--- src/dfwd_pkg.sv ---
`default_nettype none
package dfwd_pkg;

	localparam int FAULT_TRANSITIONS = 4;
	localparam int CNT_W = $clog2(FAULT_TRANSITIONS + 1);
	localparam logic [CNT_W-1:0] FULL_CNT = CNT_W'(FAULT_TRANSITIONS);
	localparam int APB_ADDR_W = 2;
	localparam int APB_DATA_W = 32;
	localparam logic [31:0] WINDOW_RESET = 32'd60000;

	typedef struct packed {
		logic load;
		logic drop;
		logic apply;
		logic commit;
	} dfwd_cmd_t;

	typedef struct packed {
		logic head_old;
		logic shift_old;
		logic out_free;
	} dfwd_stat_t;

endpackage
`default_nettype wire

--- src/dfwd_evt_if.sv ---
`default_nettype none
interface dfwd_evt_if;
	logic        valid;
	logic        ready;
	logic        action;
	logic        door_open_in;
	logic [31:0] now_ms;

	modport source (output valid, output action, output door_open_in, output now_ms,
		input ready);
	modport sink (input valid, input action, input door_open_in, input now_ms,
		output ready);
endinterface
`default_nettype wire

--- src/dfwd_res_if.sv ---
`default_nettype none
interface dfwd_res_if;
	logic valid;
	logic ready;
	logic state_known;
	logic door_open;
	logic flap_fault;

	modport source (output valid, output state_known, output door_open, output flap_fault,
		input ready);
	modport sink (input valid, input state_known, input door_open, input flap_fault,
		output ready);
endinterface
`default_nettype wire

--- src/dfwd_ctrl.sv ---
`default_nettype none
module dfwd_ctrl (
	input  wire logic                clk,
	input  wire logic                arst_n,
	input  wire logic                evt_valid,
	output logic                     evt_ready,
	input  wire dfwd_pkg::dfwd_stat_t stat,
	output dfwd_pkg::dfwd_cmd_t      cmd
);

	typedef enum logic {
		ST_IDLE,
		ST_PURGE
	} state_t;

	state_t state_q;
	logic   ready_q;

	assign evt_ready = ready_q;

	always_comb begin
		cmd.load   = evt_valid && ready_q;
		cmd.drop   = (state_q == ST_PURGE) && stat.head_old;
		cmd.apply  = (state_q == ST_PURGE) && !stat.head_old && stat.shift_old;
		cmd.commit = (state_q == ST_PURGE) && !stat.head_old && !stat.shift_old &&
			stat.out_free;
	end

	always_ff @(posedge clk or negedge arst_n) begin
		if (!arst_n) begin
			state_q <= ST_IDLE;
			ready_q <= 1'b1;
		end else begin
			unique case (state_q)
				ST_IDLE: begin
					if (evt_valid && ready_q) begin
						state_q <= ST_PURGE;
						ready_q <= 1'b0;
					end
				end
				ST_PURGE: begin
					if (!stat.head_old && !stat.shift_old && stat.out_free) begin
						state_q <= ST_IDLE;
						ready_q <= 1'b1;
					end
				end
				default: begin
					state_q <= ST_IDLE;
					ready_q <= 1'b1;
				end
			endcase
		end
	end

endmodule
`default_nettype wire

--- src/dfwd_dp.sv ---
`default_nettype none
module dfwd_dp (
	input  wire logic                clk,
	input  wire logic                arst_n,
	input  wire dfwd_pkg::dfwd_cmd_t cmd,
	output dfwd_pkg::dfwd_stat_t     stat,
	input  wire logic                action,
	input  wire logic                door_open_in,
	input  wire logic [31:0]         now_ms,
	input  wire logic [31:0]         window_ms,
	output logic                     out_valid,
	input  wire logic                out_ready,
	output logic                     state_known,
	output logic                     door_open,
	output logic                     flap_fault
);

	localparam int N = dfwd_pkg::FAULT_TRANSITIONS;
	localparam int CW = dfwd_pkg::CNT_W;
	localparam int HEAD_NEXT = (N > 1) ? 1 : 0;

	// latched word
	logic        action_q;
	logic        open_in_q;
	logic [31:0] now_q;

	logic                known_q;
	logic                last_q;
	logic [CW-1:0]       held_q;
	logic [N-1:0][31:0]  times_q;

	logic                out_valid_q;
	logic                known_out_q;
	logic                open_out_q;
	logic                fault_out_q;

	logic [31:0]         head_age;
	logic [31:0]         next_age;
	logic                change;
	logic                known_nx;
	logic                last_nx;
	logic [CW-1:0]       held_nx;
	logic [N-1:0][31:0]  times_nx;

	assign head_age       = now_q - times_q[0];
	assign next_age       = now_q - times_q[HEAD_NEXT];
	assign stat.head_old  = (held_q != '0) && (head_age > window_ms);
	// full store shift would expose a stale head
	assign stat.shift_old = change && (held_q == dfwd_pkg::FULL_CNT) &&
		(next_age > window_ms);
	assign stat.out_free  = !out_valid_q || out_ready;

	always_comb begin
		change   = action_q && known_q && (open_in_q != last_q);
		known_nx = known_q || action_q;
		last_nx  = action_q ? open_in_q : last_q;
		held_nx  = held_q;
		times_nx = times_q;
		if (cmd.drop) begin
			for (int i = 0; i < N - 1; i++) begin
				times_nx[i] = times_q[i + 1];
			end
			held_nx = held_q - CW'(1);
		end else if (change) begin
			if (held_q == dfwd_pkg::FULL_CNT) begin
				for (int i = 0; i < N - 1; i++) begin
					times_nx[i] = times_q[i + 1];
				end
				times_nx[N - 1] = now_q;
			end else begin
				for (int i = 0; i < N; i++) begin
					if (held_q == CW'(i)) begin
						times_nx[i] = now_q;
					end
				end
				held_nx = held_q + CW'(1);
			end
		end
	end

	always_ff @(posedge clk) begin
		if (cmd.load) begin
			action_q  <= action;
			open_in_q <= door_open_in;
			now_q     <= now_ms;
		end else if (cmd.apply) begin
			action_q  <= 1'b0;
		end
		if (cmd.drop || cmd.apply || cmd.commit) begin
			times_q <= times_nx;
		end
		if (cmd.commit) begin
			known_out_q <= known_nx;
			open_out_q  <= known_nx && last_nx;
			fault_out_q <= (held_nx == dfwd_pkg::FULL_CNT);
		end
	end

	always_ff @(posedge clk or negedge arst_n) begin
		if (!arst_n) begin
			known_q     <= 1'b0;
			last_q      <= 1'b0;
			held_q      <= '0;
			out_valid_q <= 1'b0;
		end else begin
			if (cmd.drop) begin
				held_q <= held_nx;
			end else if (cmd.commit || cmd.apply) begin
				held_q  <= held_nx;
				known_q <= known_nx;
				last_q  <= last_nx;
			end
			if (cmd.commit) begin
				out_valid_q <= 1'b1;
			end else if (out_ready) begin
				out_valid_q <= 1'b0;
			end
		end
	end

	assign out_valid   = out_valid_q;
	assign state_known = known_out_q;
	assign door_open   = open_out_q;
	assign flap_fault  = fault_out_q;

endmodule
`default_nettype wire

--- src/door_flap_window_detector.sv ---
`default_nettype none
// Door flap detector over a sliding time window. Each word on evt carries a
// millisecond time stamp and, for a door sample, the reported open flag; each
// word gives exactly one result word on res with the known flag, the door state
// and a flap fault, set when FAULT_TRANSITIONS transitions lie within window_ms
// (APB register at byte 0, reset 60000). After a word is taken, each stored
// transition that has aged out of the window is dropped (0 to FAULT_TRANSITIONS
// of them), and one more step is taken when a door change pushes the oldest
// time out of a full store and the time behind it is already stale: the purge
// loop retires one stored time per cycle through a 32-bit subtract and compare.
// One item is worked on at a time; a result waits in the output register while
// the next word is taken, and the update stalls only while that register is
// still full.
module door_flap_window_detector (
	input  wire logic                                clk,
	input  wire logic                                arst_n,
	dfwd_evt_if.sink                                 evt,
	dfwd_res_if.source                               res,
	input  wire logic                                psel,
	input  wire logic                                penable,
	input  wire logic                                pwrite,
	input  wire logic [dfwd_pkg::APB_ADDR_W-1:0]     paddr,
	input  wire logic [dfwd_pkg::APB_DATA_W-1:0]     pwdata,
	output logic      [dfwd_pkg::APB_DATA_W-1:0]     prdata,
	output logic                                     pready
);

	logic [31:0]          window_q;
	dfwd_pkg::dfwd_cmd_t  cmd;
	dfwd_pkg::dfwd_stat_t stat;
	logic                 apb_wr;

	// only register sits at byte 0
	assign apb_wr = psel && penable && pwrite && pready && (paddr == '0);
	assign pready = 1'b1;
	assign prdata = window_q;

	always_ff @(posedge clk or negedge arst_n) begin
		if (!arst_n) begin
			window_q <= dfwd_pkg::WINDOW_RESET;
		end else if (apb_wr) begin
			window_q <= pwdata;
		end
	end

	dfwd_ctrl u_ctrl (
		.clk       (clk),
		.arst_n    (arst_n),
		.evt_valid (evt.valid),
		.evt_ready (evt.ready),
		.stat      (stat),
		.cmd       (cmd)
	);

	dfwd_dp u_dp (
		.clk          (clk),
		.arst_n       (arst_n),
		.cmd          (cmd),
		.stat         (stat),
		.action       (evt.action),
		.door_open_in (evt.door_open_in),
		.now_ms       (evt.now_ms),
		.window_ms    (window_q),
		.out_valid    (res.valid),
		.out_ready    (res.ready),
		.state_known  (res.state_known),
		.door_open    (res.door_open),
		.flap_fault   (res.flap_fault)
	);

	// busy after taking a word
	a_busy_after_accept: assert property (@(posedge clk) disable iff (!arst_n)
		(evt.valid && evt.ready) |=> !evt.ready)
		else $error("word taken while previous item still in work");

	// commit always leaves a result
	a_commit_result: assert property (@(posedge clk) disable iff (!arst_n)
		cmd.commit |=> res.valid)
		else $error("commit without result");

	// never purge and commit together, never take a word mid item
	a_cmd_exclusive: assert property (@(posedge clk) disable iff (!arst_n)
		!(cmd.drop && cmd.commit) && !(cmd.load && (cmd.drop || cmd.commit)))
		else $error("conflicting datapath commands");

	// a result is never overwritten before it is taken
	a_no_overwrite: assert property (@(posedge clk) disable iff (!arst_n)
		(cmd.commit && res.valid) |-> res.ready)
		else $error("result overwritten");

endmodule
`default_nettype wire
--- src/flat_wrapper.sv ---
// flat-port wrapper written by rule: the top's interface ports become plain ports
module door_flap_window_detector_flat 
  (clk, arst_n, psel, penable, pwrite, paddr, pwdata, prdata, pready, evt_valid, evt_action, evt_door_open_in, evt_now_ms, evt_ready, res_valid, res_state_known, res_door_open, res_flap_fault, res_ready);
  dfwd_evt_if evt_i ();
  dfwd_res_if res_i ();
  input  wire logic clk;
  input  wire logic arst_n;
  input  wire logic psel;
  input  wire logic penable;
  input  wire logic pwrite;
  input  wire logic [dfwd_pkg::APB_ADDR_W-1:0] paddr;
  input  wire logic [dfwd_pkg::APB_DATA_W-1:0] pwdata;
  output logic      [dfwd_pkg::APB_DATA_W-1:0] prdata;
  output logic pready;
  input wire logic [$bits(evt_i.valid)-1:0] evt_valid;
  input wire logic [$bits(evt_i.action)-1:0] evt_action;
  input wire logic [$bits(evt_i.door_open_in)-1:0] evt_door_open_in;
  input wire logic [$bits(evt_i.now_ms)-1:0] evt_now_ms;
  output wire logic [$bits(evt_i.ready)-1:0] evt_ready;
  output wire logic [$bits(res_i.valid)-1:0] res_valid;
  output wire logic [$bits(res_i.state_known)-1:0] res_state_known;
  output wire logic [$bits(res_i.door_open)-1:0] res_door_open;
  output wire logic [$bits(res_i.flap_fault)-1:0] res_flap_fault;
  input wire logic [$bits(res_i.ready)-1:0] res_ready;
  assign evt_i.valid = evt_valid;
  assign evt_i.action = evt_action;
  assign evt_i.door_open_in = evt_door_open_in;
  assign evt_i.now_ms = evt_now_ms;
  assign evt_ready = evt_i.ready;
  assign res_valid = res_i.valid;
  assign res_state_known = res_i.state_known;
  assign res_door_open = res_i.door_open;
  assign res_flap_fault = res_i.flap_fault;
  assign res_i.ready = res_ready;
  door_flap_window_detector u_core (.clk(clk), .arst_n(arst_n), .evt(evt_i), .res(res_i), .psel(psel), .penable(penable), .pwrite(pwrite), .paddr(paddr), .pwdata(pwdata), .prdata(prdata), .pready(pready));
endmodule
--- config.mk ---
export PLATFORM = sky130hd
export DESIGN_NAME = door_flap_window_detector_flat
export DESIGN_NICKNAME = d
export VERILOG_FILES = /design/src/dfwd_pkg.sv /design/src/dfwd_evt_if.sv /design/src/dfwd_res_if.sv /design/src/dfwd_ctrl.sv /design/src/dfwd_dp.sv /design/src/door_flap_window_detector.sv /design/src/flat_wrapper.sv
export SDC_FILE = /design/constraint.sdc
export NUM_CORES = 1
export LEC_CHECK = 0
export ABC_CLOCK_PERIOD_IN_PS = 10200
export BUFFER_PORTS_ARGS = -buffer_cell sky130_fd_sc_hd__buf_2
export CAP_MARGIN = 20
export CELL_PAD_IN_SITES_DETAIL_PLACEMENT = 0
export CELL_PAD_IN_SITES_GLOBAL_PLACEMENT = 1
export CORE_ASPECT_RATIO = 0.9
export CORE_MARGIN = 8
export CORE_UTILIZATION = 52
export DETAILED_ROUTE_END_ITERATION = 6
export HOLD_SLACK_MARGIN = 0.05
export PLACE_DENSITY_LB_ADDON = 0.1
export SLEW_MARGIN = 10
export SYNTH_ARGS = -nofsm -noshare
export SYNTH_HDL_FRONTEND = slang
export SYNTH_SLANG_ARGS = --single-unit
--- constraint.sdc ---
create_clock -name clk -period 10.2 [get_ports clk]
set_input_delay 2.04 -clock clk [delete_from_list [all_inputs] [get_ports clk]]
set_output_delay 2.04 -clock clk [all_outputs]
set_load 0.05 [all_outputs]
Word-level counts from Yosys, hierarchy flattened

Cells that the tools add are included.

Register bits: 205
Input bits: 75
Output and inout port bits: 38
Logic and storage cells: 98

$add $sub $neg: 4
Magnitude comparators: 2
Equal/unequal tests: 8
Mux-type cells: 23
Bitwise operators: 2
Reduce and logical (&&, ||, !) cells: 42

Operator list:

| cell                | number |
|---|---|
| $mux 96             | 2 |
| $mux 128            | 1 |
| $mux 32             | 4 |
| $gt 32x32->1        | 2 |
| $sub 32x32->32      | 2 |
| $logic_and 1x1->1   | 17 |
| $mux 3              | 5 |
| $reduce_bool 3->1   | 4 |
| $reduce_bool 2->1   | 5 |
| $mux 1              | 9 |
| $reduce_and 3->1    | 3 |
| $eq 3x2->1 const B  | 2 |
| $eq 3x3->1 const B  | 2 |
| $logic_or 1x1->1    | 5 |
| $ne 2x1->1 const B  | 2 |
| $pmux 1 s2          | 2 |
| $reduce_and 2->1    | 2 |
| $reduce_and 4->1    | 1 |
| $add 3x1->3 const B | 1 |
| $eq 3x1->1 const B  | 1 |
| $logic_not 1->1     | 3 |
| $logic_not 3->1     | 1 |
| $sub 3x1->3 const B | 1 |
| $logic_not 2->1     | 1 |
| 2 further kinds     | 3 |

Depth between registers and ports, before layout

Word-level depth: 10
Depth in mapped cells: 24
Gate-level depth less buffers: 21

By module

From an unflattened synthesis, not the netlist that was laid out.

Cells, all modules: 1,228
Area, all modules: 12,738.5 sq um

Modules (own cells, without submodules):

| module                    | times used | cells an instance | area an instance (sq um) | sequential area each (sq um) |
|---|---|---|---|---|
| dfwd_dp                   | 1          | 1,147             | 11,270.8                 | 5,104.9 |
| door_flap_window_detector | 1          | 71                | 1,355.0                  | 809.5 |
| dfwd_ctrl                 | 1          | 10                | 112.6                    | 51.3 |

Worst setup path after synthesis

Ideal clock, no wire load.

Path kind: register to register
Start: reg u_core.u_dp.now_q[0]
End: reg u_core.u_dp.times_q[32] (netlist bit) (enable)
Library setup time: 0.466 ns
Data arrival time: 6.277 ns
Path slack: 3.458 ns
Stages on the path, launching flop included: 22
Period minus slack after synthesis: 6.742 ns
Path through: edfxtp_1 > inv_1 > ha_1 > inv_1 > fa_1 > a211oi_1 > o21ai_0 > o21ai_0 > a21oi_1 > o21ai_0 > o21ai_0 > a221oi_1 > xnor2_1 > ha_1 > nand4_1 > nor4_1 > a211oi_1 > and2_0 > a22oi_1 > a21oi_1 > nand2_1 > o21ai_0

Longest elaborated chain between the ends: 9
Elaborated cells on any way between the ends: 18

Ends and longest elaborated chain:

| element                                                      | RTL line                         | source |
|---|---|---|
| start, declared                                              | dfwd_dp.sv:25                    | `logic [31:0] now_q;` |
| start signal, assigned                                       | dfwd_dp.sv:85                    | `now_q <= now_ms;` |
| $sub 32x32->32                                               | dfwd_dp.sv:45                    | `assign head_age = now_q - times_q[0];` |
| $gt 32x32->1                                                 | dfwd_dp.sv:47                    | `assign stat.head_old = (held_q != '0) && (head_age > window_ms);` |
| $logic_and 1x1->1                                            | dfwd_dp.sv:47                    |  |
| $logic_not 1->1                                              | dfwd_ctrl.sv:24, dfwd_ctrl.sv:25 |  |
| $logic_and 1x1->1                                            | dfwd_ctrl.sv:24, dfwd_ctrl.sv:25 |  |
| $logic_and 1x1->1, on equally long branches                  | dfwd_ctrl.sv:24, dfwd_ctrl.sv:25 |  |
| $logic_or 1x1->1 / $logic_and 1x1->1 (equally long branches) | dfwd_dp.sv:89, dfwd_ctrl.sv:25   |  |
| $logic_or 1x1->1                                             | dfwd_dp.sv:89                    | `if (cmd.drop \|\| cmd.apply \|\| cmd.commit) begin` |
| $reduce_and 3->1 (no line) *                                 | -                                |  |
| end signal, assigned                                         | dfwd_dp.sv:90                    | `times_q <= times_nx;` |
| end, declared                                                | dfwd_dp.sv:30                    | `logic [N-1:0][31:0] times_q;` |

Every way passes the cells marked *; elsewhere a longest branch is shown, timed or not.
A chain may end at the register's enable or synchronous reset.

Worst setup path after layout

Start: reg u_core.u_dp.now_q[1]
End: reg u_core.u_dp.times_q[116] (netlist bit) (enable)

Longest elaborated chain between the ends: 9
Elaborated cells on any way between the ends: 17

Ends and longest elaborated chain:

| element                                                      | RTL line |
|---|---|
| $sub 32x32->32                                               | dfwd_dp.sv:45 |
| $gt 32x32->1                                                 | dfwd_dp.sv:47 |
| $logic_and 1x1->1                                            | dfwd_dp.sv:47 |
| $logic_not 1->1                                              | dfwd_ctrl.sv:24, dfwd_ctrl.sv:25 |
| $logic_and 1x1->1                                            | dfwd_ctrl.sv:24, dfwd_ctrl.sv:25 |
| $logic_and 1x1->1, on equally long branches                  | dfwd_ctrl.sv:24, dfwd_ctrl.sv:25 |
| $logic_or 1x1->1 / $logic_and 1x1->1 (equally long branches) | dfwd_dp.sv:89, dfwd_ctrl.sv:25 |
| $logic_or 1x1->1                                             | dfwd_dp.sv:89 |
| $reduce_and 4->1 (no line) *                                 | - |

Marked as above.

==> out/metrics.yaml <==
status: "completed"
dp_hpwl_mm: 24.0
cp_num_buf_inv: 2
first_iter_violations: 694
crit_type: "register to register"
wl_met1_mm: 16.3
synth_seq_cells: 205
synthCells: 1220
syn_avg_cell_area_um2: 10.4
gp_congestion: 0.892
portBuffers: 111
synth_edf_count: 165
rsz0062_at_grt: "no"
grt_pass1_vias: 9198
grt_pass1_wl_mm: 50.8
cts.repair.resized: 0
route.detailed.drc: 0
antenna_cells: 0
root_buffer: "clkbuf_16"
start_kind: "register"
grt-ovfl-total: 0
ctsHtreeMaxLevel: 1
synth_area_um2: 12700
viasPerCell: 5.71
layout.nets: 1539
wl_met2_mm: 13.4
cpMaxStageDelayCell: "and3_1"
die_w_um: 181
postRouteAntennaNets: 0
yosysSeqAreaShare_pct: 46.8
dpl_cell_area_um2: 13600
cts_num_sinks: 205
grt_start_max_net_pins: 72
io_pins: 113
finalHoldViolCount: 0
path_delay_family: "compound AO/OA/AOI/OAI gates"
numCtsBuffers: 23
drt_wl_total_mm: 31.8
crit_fanout: 25
antenna_found_initial: 0
track_usage_pct: 21.3
synth_top_area_share_pct: 38.9
clk_pin_slew_ps: 60
rows: 54
slew_headroom_pct: 28.3
required_ps: 10390
maxSlewViolCount: 0
tightest_slew_ps: 1080
tns_ps: 0
ff2ff_setup_slack_ps: 3350
period_share_pct: 67.2
wl_per_cell_um: 19.3
via_count: 9451
fin_ws_ps: 3350
synthFlopType: "edfxtp_1"
yosysMostFrequentCell: "inv_1"
postCtsHoldBufs: 0
setup_viol: 0
critPathArrivalTime_ps: 7040
synth_top_area_cell: "edfxtp_1"
synth_fp_nets: 1429
hold-worst-slack_ps: 516
clk_latency_ps: 520
coreArea_um2: 24200
async_reset_ff_share_pct: 19.5
clk_path_buf_depth: 3
first_pass_iters: 5
top_layer: "met4"
synth.distinct_cells: 68
dpl_worst_slack_ps: 3330
fmax_mhz: 146
yosys_warnings: 0
slowest_delay_ps: 940
dieHeight_um: 165
period_needed_ps: 6850
met3_length_mm: 1.62
worstPathCellList: "ha_1, nor2b_1, o2111ai_1, a21oi_1, nor2_1, o41ai_1, a41oi_1, nor2b_1, xnor2_1, ha_1, a211oi_1, a21oi_1, o31ai_1, nand2_1, o211ai_4, buf_4, and3_1, buf_4"
areaGrowthSynthToFinish_pct: 12.5
maxCapViolCount: 0
synth_area_leaders: "edfxtp_1, ha_1, dfrtp_1, inv_1, o21ai_0"
hold_path.class: "register to register"
cts_tree: "done"
initial_utilization_pct: 52.7
dieArea_um2: 29800
synth_common_cells: "inv_1, edfxtp_1, ha_1"
post-cts-setup-buffer-count: 0
end_kind: "register"
fin_skew_ps: 13.3
finalInstanceArea_um2: 14300
layout-drive-gt1-share_pct: 15.5
==> worst reg2reg max path, delay by kind of cell, from the launching register on <==
family,cells,cell delay [ps]
AO/OA/AOI/OAI,8,2660
AND/OR/NAND/NOR,5,1660
buffers and inverters,2,900
adder cells (fa/ha/maj),2,650
flip-flops,1,500
XOR/XNOR,1,130
==> path summary, 6_finish.rpt <==
| path | startpoint | end | depth (start not counted) |
|---|---|---|---|
| worst max-delay path | u_core.u_dp.now_q[1] | u_core.u_dp.times_q[116] | 18 |
| worst min register to register | u_core.u_ctrl.evt_ready | u_core.u_ctrl.evt_ready | 1 |
| max in group asynchronous | arst_n | u_core.prdata[15] | 2 |
| worst max register to register | u_core.u_dp.now_q[1] | u_core.u_dp.times_q[116] | 18 |
| worst min-delay path | u_core.u_ctrl.evt_ready | u_core.u_ctrl.evt_ready | 1 |
| min in group asynchronous | arst_n | u_core.u_dp.held_q[1] | 1 |
==> through the flow <==
stage                     util [%]  cells
after floorplan                  -   1220
after global placement        56.3   1612
after detailed placement      56.3   1612
after CTS                     59.2   1653
after global routing          59.3   1654
final                         59.3   1654
==> cell families (layout without fill, tap and decap cells) <==
group	after synthesis	in the layout	share of synthesized area, %
AOI/OAI and AO/OA	339	339	16.3
DFF	205	205	46.8
other	1	1	0.0294
muxes	43	43	3.77
buffers and inverters	210	336	6.45
adders and majority gates	134	134	13.3
xor gates and xnor gates	60	60	4.12
and+or+nand+nor	228	228	9.25
==> layout make-up <==
| type | instances | area, um^2 |
|---|---|---|
| sequential | 205 | 5970 |
| clock buffer | 30 | 612 |
| fill | 2094 | 9840 |
| multi-input combinational | 805 | 5990 |
| tap | 308 | 385 |
| clock inverter | 11 | 83.8 |
| timing repair buffer | 122 | 658 |
| inverter | 173 | 649 |
==> cell usage in the layout, fill, tap and decap left out, types with 14 or more instances in the layout <==
cell       count
clkbuf_16     23
nor2_1        32
nand2_1       46
mux2_2        34
nor2b_1       14
xor2_1        21
o21ai_0       87
o21ai_1       41
nand4_1       28
a21o_1        32
a21oi_1       80
buf_2        111
inv_1        173
nand3_1       49
ha_1         132
dfrtp_1       32
xnor2_1       39
edfxtp_1     165
==> registers in the layout (all words and copies together), names as in the netlist, 3 cells and up <==
| name | cells |
|---|---|
| u_core.u_dp.times_q | 128 |
| u_core.u_dp.now_q | 32 |
| u_core.u_dp.held_q | 3 |
| u_core.prdata | 32 |
==> metal layers <==
| metal | up-vias | track usage (%) |
|---|---|---|
| met5 | - | 0 |
| met4 | 0 | 4.77 |
| met3 | 35 | 2.66 |
| met2 | 258 | 32.4 |
| met1 | 4480 | 32.1 |
| li1 | 4678 | - |
Power is left out: the tool's default activity adds up to more than one toggle a clock period on the data nets, which glitch-free logic cannot reach.
